[src/rtl/sc1a_pkg.sv]
// ----------------------------------------------------------------------------
// sc1a_pkg - shared types and constants for the set-1 scancode decoder
// Operation codes, special key codes, decoder state and the two key ROMs.
// ----------------------------------------------------------------------------
package sc1a_pkg;

    localparam int FuncW = 3;
    localparam int ByteW = 8;
    localparam int CharW = 7;
    localparam int SpecW = 3;

    localparam logic [FuncW-1:0] FUNC_SCAN  = 3'd0;
    localparam logic [FuncW-1:0] FUNC_TAKE_CHAR = 3'd1;
    localparam logic [FuncW-1:0] FUNC_TAKE_SPEC = 3'd2;
    localparam logic [FuncW-1:0] FUNC_ACTIVATE  = 3'd3;
    localparam logic [FuncW-1:0] FUNC_DEACTIVATE = 3'd4;

    localparam logic [SpecW-1:0] SPEC_NONE  = 3'd0;
    localparam logic [SpecW-1:0] SPEC_UP    = 3'd1;
    localparam logic [SpecW-1:0] SPEC_DOWN  = 3'd2;
    localparam logic [SpecW-1:0] SPEC_LEFT  = 3'd3;
    localparam logic [SpecW-1:0] SPEC_RIGHT = 3'd4;

    localparam logic [ByteW-1:0] CODE_EXT     = 8'hE0;
    localparam logic [6:0]       KEY_LSHIFT   = 7'h2A;
    localparam logic [6:0]       KEY_RSHIFT   = 7'h36;
    localparam logic [6:0]       KEY_CAPS     = 7'h3A;
    localparam logic [6:0]       KEY_EXT_UP   = 7'h48;
    localparam logic [6:0]       KEY_EXT_DOWN = 7'h50;
    localparam logic [6:0]       KEY_EXT_LEFT = 7'h4B;
    localparam logic [6:0]       KEY_EXT_RIGHT = 7'h4D;
    localparam logic [CharW-1:0] CASE_OFFSET  = 7'd32;

    typedef struct packed {
        logic             ext;
        logic             en;
        logic             shift;
        logic             caps;
        logic [CharW-1:0] ch;
        logic [SpecW-1:0] spec;
    } dec_state_t;

    typedef struct packed {
        logic             en;
        logic             caps;
        logic             shift;
        logic [SpecW-1:0] spec;
        logic [CharW-1:0] ch;
    } dec_result_t;

    function automatic logic [CharW-1:0] rom_lower(input logic [6:0] key);
        logic [CharW-1:0] c;
        case (key)
            7'h01: c = 7'h1B; 7'h02: c = 7'h31; 7'h03: c = 7'h32; 7'h04: c = 7'h33;
            7'h05: c = 7'h34; 7'h06: c = 7'h35; 7'h07: c = 7'h36; 7'h08: c = 7'h37;
            7'h09: c = 7'h38; 7'h0A: c = 7'h39; 7'h0B: c = 7'h30; 7'h0C: c = 7'h2D;
            7'h0D: c = 7'h3D; 7'h0E: c = 7'h08; 7'h0F: c = 7'h09;
            7'h10: c = 7'h71; 7'h11: c = 7'h77; 7'h12: c = 7'h65; 7'h13: c = 7'h72;
            7'h14: c = 7'h74; 7'h15: c = 7'h79; 7'h16: c = 7'h75; 7'h17: c = 7'h69;
            7'h18: c = 7'h6F; 7'h19: c = 7'h70; 7'h1A: c = 7'h5B; 7'h1B: c = 7'h5D;
            7'h1C: c = 7'h0A; 7'h1E: c = 7'h61; 7'h1F: c = 7'h73;
            7'h20: c = 7'h64; 7'h21: c = 7'h66; 7'h22: c = 7'h67; 7'h23: c = 7'h68;
            7'h24: c = 7'h6A; 7'h25: c = 7'h6B; 7'h26: c = 7'h6C; 7'h27: c = 7'h3B;
            7'h28: c = 7'h27; 7'h29: c = 7'h60; 7'h2B: c = 7'h5C;
            7'h2C: c = 7'h7A; 7'h2D: c = 7'h78; 7'h2E: c = 7'h63; 7'h2F: c = 7'h76;
            7'h30: c = 7'h62; 7'h31: c = 7'h6E; 7'h32: c = 7'h6D; 7'h33: c = 7'h2C;
            7'h34: c = 7'h2E; 7'h35: c = 7'h2F; 7'h37: c = 7'h2A; 7'h39: c = 7'h20;
            7'h4A: c = 7'h2D; 7'h4E: c = 7'h2B;
            default: c = '0;
        endcase
        return c;
    endfunction

    function automatic logic [CharW-1:0] rom_upper(input logic [6:0] key);
        logic [CharW-1:0] c;
        case (key)
            7'h01: c = 7'h1B; 7'h02: c = 7'h21; 7'h03: c = 7'h40; 7'h04: c = 7'h23;
            7'h05: c = 7'h24; 7'h06: c = 7'h25; 7'h07: c = 7'h5E; 7'h08: c = 7'h26;
            7'h09: c = 7'h2A; 7'h0A: c = 7'h28; 7'h0B: c = 7'h29; 7'h0C: c = 7'h5F;
            7'h0D: c = 7'h2B; 7'h0E: c = 7'h08; 7'h0F: c = 7'h09;
            7'h10: c = 7'h51; 7'h11: c = 7'h57; 7'h12: c = 7'h45; 7'h13: c = 7'h52;
            7'h14: c = 7'h54; 7'h15: c = 7'h59; 7'h16: c = 7'h55; 7'h17: c = 7'h49;
            7'h18: c = 7'h4F; 7'h19: c = 7'h50; 7'h1A: c = 7'h7B; 7'h1B: c = 7'h7D;
            7'h1C: c = 7'h0A; 7'h1E: c = 7'h41; 7'h1F: c = 7'h53;
            7'h20: c = 7'h44; 7'h21: c = 7'h46; 7'h22: c = 7'h47; 7'h23: c = 7'h48;
            7'h24: c = 7'h4A; 7'h25: c = 7'h4B; 7'h26: c = 7'h4C; 7'h27: c = 7'h3A;
            7'h28: c = 7'h22; 7'h29: c = 7'h7E; 7'h2B: c = 7'h7C;
            7'h2C: c = 7'h5A; 7'h2D: c = 7'h58; 7'h2E: c = 7'h43; 7'h2F: c = 7'h56;
            7'h30: c = 7'h42; 7'h31: c = 7'h4E; 7'h32: c = 7'h4D; 7'h33: c = 7'h3C;
            7'h34: c = 7'h3E; 7'h35: c = 7'h3F; 7'h37: c = 7'h2A; 7'h39: c = 7'h20;
            7'h4A: c = 7'h2D; 7'h4E: c = 7'h2B;
            default: c = '0;
        endcase
        return c;
    endfunction

endpackage

[src/rtl/sc1a_decode.sv]
// ----------------------------------------------------------------------------
// sc1a_decode - next-state and result logic for one operation
// Pure combinational step: current state and one operation in, next state
// and the reported result out.
// ----------------------------------------------------------------------------
module sc1a_decode
    import sc1a_pkg::*;
(
    input  dec_state_t        cur,
    input  logic [FuncW-1:0]  func,
    input  logic [ByteW-1:0]  scan_byte,
    output dec_state_t        nxt,
    output dec_result_t       res
);

    logic             brk;
    logic [6:0]       key;
    logic [CharW-1:0] lo_c;
    logic [CharW-1:0] up_c;
    logic [CharW-1:0] sel_c;
    dec_state_t       post;

    assign brk  = scan_byte[ByteW-1];
    assign key  = scan_byte[6:0];
    assign lo_c = rom_lower(key);
    assign up_c = rom_upper(key);

    always_comb
    begin
        sel_c = (cur.shift != cur.caps) ? up_c : lo_c;
        post  = cur;
        case (func)
            FUNC_SCAN:
            begin
                if (cur.en)
                begin
                    if (scan_byte == CODE_EXT)
                    begin
                        post.ext = 1'b1;
                    end
                    else
                    begin
                        post.ext = 1'b0;
                        if (!cur.ext)
                        begin
                            if (key == KEY_LSHIFT || key == KEY_RSHIFT)
                            begin
                                post.shift = !brk;
                            end
                            else if (key == KEY_CAPS)
                            begin
                                if (!brk)
                                begin
                                    post.caps = !cur.caps;
                                end
                            end
                            else if (!brk)
                            begin
                                if (cur.caps && !cur.shift)
                                begin
                                    // caps only: upper-case letters, store even a zero
                                    if (lo_c inside {[7'h61:7'h7A]})
                                    begin
                                        post.ch = lo_c - CASE_OFFSET;
                                    end
                                    else
                                    begin
                                        post.ch = lo_c;
                                    end
                                end
                                else if (sel_c != '0)
                                begin
                                    post.ch = sel_c;
                                end
                            end
                        end
                        else if (!brk)
                        begin
                            case (key)
                                KEY_EXT_UP:    post.spec = SPEC_UP;
                                KEY_EXT_DOWN:  post.spec = SPEC_DOWN;
                                KEY_EXT_LEFT:  post.spec = SPEC_LEFT;
                                KEY_EXT_RIGHT: post.spec = SPEC_RIGHT;
                                default:       post.spec = cur.spec;
                            endcase
                        end
                    end
                end
            end
            FUNC_ACTIVATE:
            begin
                post.en    = 1'b1;
                post.ext   = 1'b0;
                post.shift = 1'b0;
                post.caps  = 1'b0;
                post.ch    = '0;
                post.spec  = SPEC_NONE;
            end
            FUNC_DEACTIVATE:
            begin
                post.en = 1'b0;
            end
            default:
            begin
                post = cur;
            end
        endcase

        res.en    = post.en;
        res.caps  = post.caps;
        res.shift = post.shift;
        res.spec  = post.spec;
        res.ch    = post.ch;

        // take operations report the buffer, then clear it
        nxt = post;
        if (func == FUNC_TAKE_CHAR)
        begin
            nxt.ch = '0;
        end
        if (func == FUNC_TAKE_SPEC)
        begin
            nxt.spec = SPEC_NONE;
        end
    end

endmodule

[src/rtl/scancode_set1_to_ascii_decoder_unit.sv]
// ----------------------------------------------------------------------------
// scancode_set1_to_ascii_decoder_unit - set-1 scancode to ASCII decoder
// Output: the result of each accepted word is held in a single output register.
// Throughput: one word per cycle; the single output register frees up in the
// same cycle its word is taken, so the input is stalled only by the output.
// Reset: asynchronous, clears all flags, buffers and the output valid.
// ----------------------------------------------------------------------------
module scancode_set1_to_ascii_decoder_unit
    import sc1a_pkg::*;
(
    input  logic        clk,
    input  logic        rst_n,
    input  logic        s_axis_tvalid,
    output logic        s_axis_tready,
    input  logic [7:0]  s_axis_tdata,   // [7:0] scan_byte
    input  logic [2:0]  s_axis_tuser,   // [2:0] func
    output logic        m_axis_tvalid,
    input  logic        m_axis_tready,
    output logic [15:0] m_axis_tdata    // [6:0] char_out, [9:7] special_out,
                                        // [10] shift_held, [11] caps_active,
                                        // [12] input_enabled, [15:13] zero
);

    dec_state_t  state_reg;
    dec_state_t  state_next;
    dec_result_t res;
    logic        accept;
    logic        m_valid_reg;
    logic        m_valid_next;
    dec_result_t m_data_reg;

    assign s_axis_tready = !m_valid_reg || m_axis_tready;
    assign accept        = s_axis_tvalid && s_axis_tready;

    sc1a_decode u_decode (
        .cur       (state_reg),
        .func      (s_axis_tuser),
        .scan_byte (s_axis_tdata),
        .nxt       (state_next),
        .res       (res)
    );

    always_comb
    begin
        m_valid_next = m_valid_reg;
        if (accept)
        begin
            m_valid_next = 1'b1;
        end
        else if (m_axis_tready)
        begin
            m_valid_next = 1'b0;
        end
    end

    always_ff @(posedge clk or negedge rst_n)
    begin
        if (!rst_n)
        begin
            state_reg   <= '0;
            m_valid_reg <= 1'b0;
        end
        else
        begin
            m_valid_reg <= m_valid_next;
            if (accept)
            begin
                state_reg <= state_next;
            end
        end
    end

    // hold the result word until it is taken
    always_ff @(posedge clk)
    begin
        if (accept)
        begin
            m_data_reg <= res;
        end
    end

    assign m_axis_tvalid = m_valid_reg;
    assign m_axis_tdata  = {3'b000, m_data_reg};

endmodule
[config.mk]
export PLATFORM = sky130hd
export DESIGN_NAME = scancode_set1_to_ascii_decoder_unit
export DESIGN_NICKNAME = d
export VERILOG_FILES = /design/src/rtl/sc1a_pkg.sv /design/src/rtl/sc1a_decode.sv /design/src/rtl/scancode_set1_to_ascii_decoder_unit.sv
export SDC_FILE = /design/constraint.sdc
export NUM_CORES = 1
export LEC_CHECK = 0
export BUFFER_PORTS_ARGS = -buffer_cell sky130_fd_sc_hd__clkbuf_2
export CAP_MARGIN = 20
export CORE_ASPECT_RATIO = 0.8
export CORE_UTILIZATION = 63
export CTS_CLUSTER_DIAMETER = 60
export DETAILED_ROUTE_END_ITERATION = 6
export GPL_ROUTABILITY_DRIVEN = 0
export PLACE_DENSITY = 0.86
export SYNTH_ARGS = -nofsm -noshare
export SYNTH_HDL_FRONTEND = slang
export SYNTH_SLANG_ARGS = --single-unit
[constraint.sdc]
create_clock -name clk -period 5.5 [get_ports clk]
set_clock_uncertainty 0.05 [all_clocks]
set_input_delay 0.275 -clock clk [delete_from_list [all_inputs] [get_ports clk]]
set_output_delay 0.275 -clock clk [all_outputs]
set_load 0.03 [all_outputs]
==> flow_summary.toml, run 1 <==
[worst_hold_path]
hp-class = "in2reg"

[cells_and_area]
layoutNonFillerInstCount = 479
regArea_sq_um = 766
n_antenna_cell = 0
nets = 449
synthToLayoutAreaGrowth_pct = 3.61
multi_input_area_sq_mm = 0.00224
n_fill_cell = 419
drive_gt1_frac = 0.122
stdcell_area_sq_mm = 0.00337
largest_register_ffs = 14

[grt]
antenna_found_initial = 0
grt_pass1_wl_um = 14200
first_global_vias = 3045
grt_usage = 0.338
grt_max_degree = 54
overflow = 0

[floorplanning]
rows = 23
start_util = 0.654
io_pins = 33
core_area_sq_mm = 0.00498
die-area_sq_mm = 0.00546
die_height_um = 66.3
dieWidth_um = 82.4

[timing]
fin_crit_sh = 0.657
hold_viol_final = 0
worst_slack_ns = 1.89
tightestPinTransition_ns = 1.07
fmax_ghz = 0.277
rsz0062_at_grt = "no"
period_minus_slack_ns = 3.61
setup_violations = 0
maxSlewViolCount = 0
slew_headroom = 0.280
totalNegativeSetupSlack_ns = 0

[run]
max_cap_violations = 0

[yosys]
post-synth-top-count-cell = "nor2_1"
async_flop_share = 0.536
avgSynthCellArea_sq_um = 7.84
synth_seq_area_share = 0.235
yosysTopAreaCellShare = 0.120
yosys_warnings = 0
synth_edf_count = 13
synth_common_cells = "nor2_1, nand2_1, a21oi_1"
yosys_most_used_dff = "dfrtp_1"
ys_seq_elements = 28
synthCells = 415
synth_area_sq_mm = 0.00326
ys_top_cells_by_area = "edfxtp_1, dfrtp_1, ha_1, nor2_1, a21oi_1"
synth.distinct_cells = 74
synth_top_area_cell = "edfxtp_1"

[place]
dp_slack_ns = 1.63
dp_cells = 474
placed_area_sq_mm = 0.00329
hpwl_um = 6580
port_buffers = 29

[clock_network]
tritoncts = "yes"
cts_sinks = 28
cts.clk_slew.worst_paths_ns = 0.10
cts-buffers-inserted = 3
post_cts_resized = 0
worst_skew_pair.late_latency_ns = 0.27
clock_path_buffers = 2
postCtsSetupRepairBufs = 0
cts_root_buf = "clkbuf_8"
htree_levels = 1

[setup_path]
cp_top_family = "compound AO/OA/AOI/OAI gates"
crit_path_frequent_cell = "ha_1"
critPathRequiredTime_ns = 5.48
critical_path_buf_inv_count = 2
crit_chain = "clkbuf_2 > inv_2 > ha_1 > mux2_4 > a221oi_1 > a41o_1 > o21a_1 > ha_1 > nand3_1 > a211oi_1 > a21o_1 > xor2_1 > o31ai_1"
worstPathArrival_ns = 3.60
worstPathMaxFanout = 53
worstSetupStartpointType = "primary input"
r2r_slack_ns = 2.44
setup.worst_path.class = "in2reg"
critPathMaxStageDelay_ns = 0.68
crit_slowest_cell = "clkbuf_2"
end_kind = "flop"

[drt]
remaining_drc_errors = 0
drt_wl_total_um = 9080
wl_per_cell_um = 18.9
vias_per_cell = 7.12
ant_nets = 0
dr_total_vias = 3412
firstDrtPassIters = 6
drtIter0Drc = 710

[power_and_ir_drop]
power_density_mw_per_mm2 = 215
ir_worst_vdd_uv = 141
p_leak_uw = 0.00137
p_total_uw = 724

[outcome]
status = "completed"
cell families (layout without fill, tap and decap cells):
group / Yosys count / after routing / synth area share
compound gates: 143 / 143 / 0.314
xor+xnor: 2 / 2 / 0.00538
fa+ha+maj: 16 / 16 / 0.0615
buf+inv: 50 / 50 / 0.0780
flops: 28 / 28 / 0.235
mux: 14 / 14 / 0.0469
other cells: 1 / 3 / 0.00115
simple gates: 161 / 161 / 0.258
layout make-up:
class / count / area share
repair buffers: 30 / 0.0460
flip-flops and latches: 28 / 0.227
clock buffers: 3 / 0.0122
multi-input cells: 339 / 0.665
clock inverters: 1 / 0.00890
well taps: 62 / 0.0230
inverters: 16 / 0.0178
placed cells by master, fill, tap and decap left out, drive strengths merged, types with 3 or more instances in the layout:
cell | netlist | routed
a211oi | 7 | 7
o31ai | 5 | 5
nor2 | 39 | 39
a22o | 6 | 6
mux2 | 7 | 7
and2b | 4 | 4
or3b | 4 | 4
nand4 | 7 | 7
nor2b | 9 | 9
a21o | 8 | 8
a21oi | 29 | 29
nand3b | 6 | 6
nand2 | 33 | 33
edfxtp | 13 | 13
a31oi | 3 | 3
dfrtp | 15 | 15
and3 | 8 | 8
o31a | 4 | 4
o21a | 5 | 5
o211ai | 9 | 9
o41ai | 3 | 3
o221ai | 4 | 4
conb | 1 | 3
or3 | 3 | 3
clkbuf | 14 | 32
mux2i | 7 | 7
o22ai | 3 | 3
nor3 | 12 | 12
o311ai | 3 | 3
ha | 16 | 16
a221oi | 3 | 3
nand2b | 15 | 15
o21ai | 28 | 28
inv | 15 | 15
a22oi | 4 | 4
nand3 | 12 | 12
power breakdown:
part,switching (uW),total (uW),internal (uW)
registers,23.0,271,248
logic,190,290,100
clock network,65.4,163,97.5
metrics by stage:
stage	hold slack [ns]	util
after global placement	0.170	0.661
final	0.166	0.678
after detailed placement	0.174	0.661
after floorplan	-0.0706	-
after global routing	0.182	0.678
after CTS	0.173	0.678
metal layers:
| metal | wire length, um | global-route usage | vias up |
|---|---|---|---|
| met5 | 0 | 0 | - |
| met4 | 263 | 0.0921 | 0 |
| met3 | 1160 | 0.102 | 43 |
| met2 | 3820 | 0.491 | 251 |
| met1 | 3830 | 0.477 | 1573 |
| li1 | - | - | 1545 |
final timing paths:
kind                            startpoint         endpoint  cells past startpoint
setup reg to reg             state_reg[10]  m_axis_tdata[4]                      9
setup / recovery           s_axis_tdata[2]  m_axis_tdata[5]                     13
hold reg to reg               state_reg[1]     state_reg[1]                      1
max in group asynchronous            rst_n     state_reg[7]                      2
min in group asynchronous            rst_n     state_reg[1]                      2
hold / removal               s_axis_tvalid    m_axis_tvalid                      2
timing repair:
item,4_1_cts,5_1_grt
hold buffers,1,0
endpoints found under the hold margin,15,0
setup endpoints to repair,0,0
Power figures use the tool's default switching activity.
==> run 2: changes to the inputs <==
CORE_UTILIZATION = 61   (was 63)
PLACE_DENSITY = 0.84   (was 0.86)
clock period = 3.4 ns   (was 5.5 ns; I/O delays follow)
==> run 2 against run 1 <==
  * Global-route usage fell by 1.7 points
  * Combinational power increased by 67%
  * Largest cell class unchanged
  * Utilization grew 1.0 points
  * Die area increased by 3.2%
  * Largest power group unchanged
  * Critical endpoint is now m_axis_tdata[6]
==> flow_summary.toml, run 2 (synthesis results as in run 1) <==
[floorplanning]
core_area_sq_mm = 0.00506
start_util = 0.643
die-area_sq_mm = 0.00564
io_pins = 33
dieWidth_um = 83.7
rows = 23
die_height_um = 67.3

[cells_and_area]
final_cell_mix = "nor2_1, nand2_1, clkbuf_2"
multi_input_area_sq_mm = 0.00224
n_antenna_cell = 0
final_common_cell = "nor2_1"
largest_register_ffs = 14
synthToLayoutAreaGrowth_pct = 6.99
layoutNonFillerInstCount = 492
n_fill_cell = 406
nets = 462
drive_gt1_frac = 0.149
regArea_sq_um = 766

[timing]
fmax_ghz = 0.343
totalNegativeSetupSlack_ns = 0
rsz0062_at_grt = "no"
setup_violations = 0
tightestPinTransition_ns = 0.815
maxSlewViolCount = 0
period_minus_slack_ns = 2.91
fin_crit_sh = 0.857
slew_headroom = 0.455
hold_viol_final = 0

[outcome]
status = "completed"

[clock_network]
cts_sinks = 28
worst_skew_pair.late_latency_ns = 0.28
htree_levels = 1
cts.clk_slew.worst_paths_ns = 0.09
clock_path_buffers = 2
cts-buffers-inserted = 3
tritoncts = "yes"
postCtsSetupRepairBufs = 0
cts_root_buf = "clkbuf_8"

[grt]
first_global_vias = 2985
grt_use_met3 = 0.0611
antenna_found_initial = 0
grt_usage = 0.321
grt_pass1_wl_um = 14500
overflow = 0
use_met1 = 0.460
grt_max_degree = 53
grt_use_met2 = 0.497
grt-busiest-layer = "met2"

[power_and_ir_drop]
power_density_mw_per_mm2 = 341
ir_worst_vdd_uv = 225
p_total_uw = 1190
p_leak_uw = 0.00144

[worst_hold_path]
hp-class = "in2reg"

[drt]
remaining_drc_errors = 0
drt_wl_total_um = 9150
dr_total_vias = 3410
wl_per_cell_um = 18.6
ant_nets = 0
vias_per_cell = 6.93
drtIter0Drc = 551
firstDrtPassIters = 6

[setup_path]
worstPathArrival_ns = 2.90
worstPathMaxFanout = 16
worstSetupStartpointType = "primary input"
critical_path_buf_inv_count = 2
critPathMaxStageDelay_ns = 0.55
end_kind = "flop"
cp_top_family = "compound AO/OA/AOI/OAI gates"
crit_chain = "clkbuf_2 > buf_4 > ha_1 > and2b_1 > o32a_1 > o2111ai_1 > nor2_1 > a21oi_1 > or4b_4 > a21o_1 > a211oi_2 > o31ai_1"
setup.worst_path.class = "in2reg"
critPathRequiredTime_ns = 3.39
crit_slowest_cell = "or4b_4"

[run]
max_cap_violations = 0

[place]
dp_cells = 487
hpwl_um = 6690
port_buffers = 29
[run 2: cell count changes in the layout (fill, tap and decap cells not counted), sizes merged]
| cell | before | now |
|---|---|---|
| buf | 0 | 13 |
[run 2: what timing repair did]
item | 4_1_cts | 5_1_grt
hold buffers | 1 | 0
hold endpoints to repair | 15 | 0
gates resized for setup | 0 | 0
[run 2: cell type report]
type,count,area share
multi-input combinational,339,0.644
sequential,28,0.220
timing repair buffer,43,0.0761
tap,62,0.0223
inverter,16,0.0172
clock buffer,3,0.0119
clock inverter,1,0.00862
[run 2: through the flow]
step | hold slack, ns | worst slack (ns) | util | instance area [sq um]
detailed placement | 0.0633 | 0.253 | 0.672 | 3400
CTS | 0.0487 | 0.543 | 0.688 | 3480
floorplan | -0.176 | 0.352 | - | 3260
finish | 0.0520 | 0.488 | 0.688 | 3480
global placement | 0.0635 | 0.289 | 0.672 | 3400
global route | 0.0738 | 0.342 | 0.688 | 3480
[run 2: worst paths after layout]
check	startpoint	end	slack, ns	depth (start not counted)
min reg2reg	state_reg[0]	state_reg[0]	0.46	1
max	s_axis_tdata[1]	m_axis_tdata[6]	0.49	12
max reg2reg	state_reg[10]	m_axis_tdata[3]	0.58	9
max in group asynchronous	rst_n	m_axis_tvalid	2.71	2
min	s_axis_tvalid	m_axis_tvalid	0.05	2
min in group asynchronous	rst_n	state_reg[0]	0.29	2
[run 2: worst register-to-register path, delay by kind of cell, from the launching register on]
kind                       cells  cell delay (ns)
AOI/OAI and AO/OA              4             0.74
buffers and inverters          1             0.19
DFF                            1             0.42
adders and majority gates      1             0.43
and+or+nand+nor                3             0.80
[run 2: report_power, final]
group          total, uW  switching (uW)  internal [uW]  leakage, uW
Combinational        484             307            177      0.00108
Clock                263             105            158    0.0000357
Sequential           439            37.5            402     0.000317
[run 2: layer usage]
metal	wire length (um)	up-vias
li1	-	1578
met5	0	-
met2	3900	240
met1	3980	1561
met4	195	0
met3	1070	31
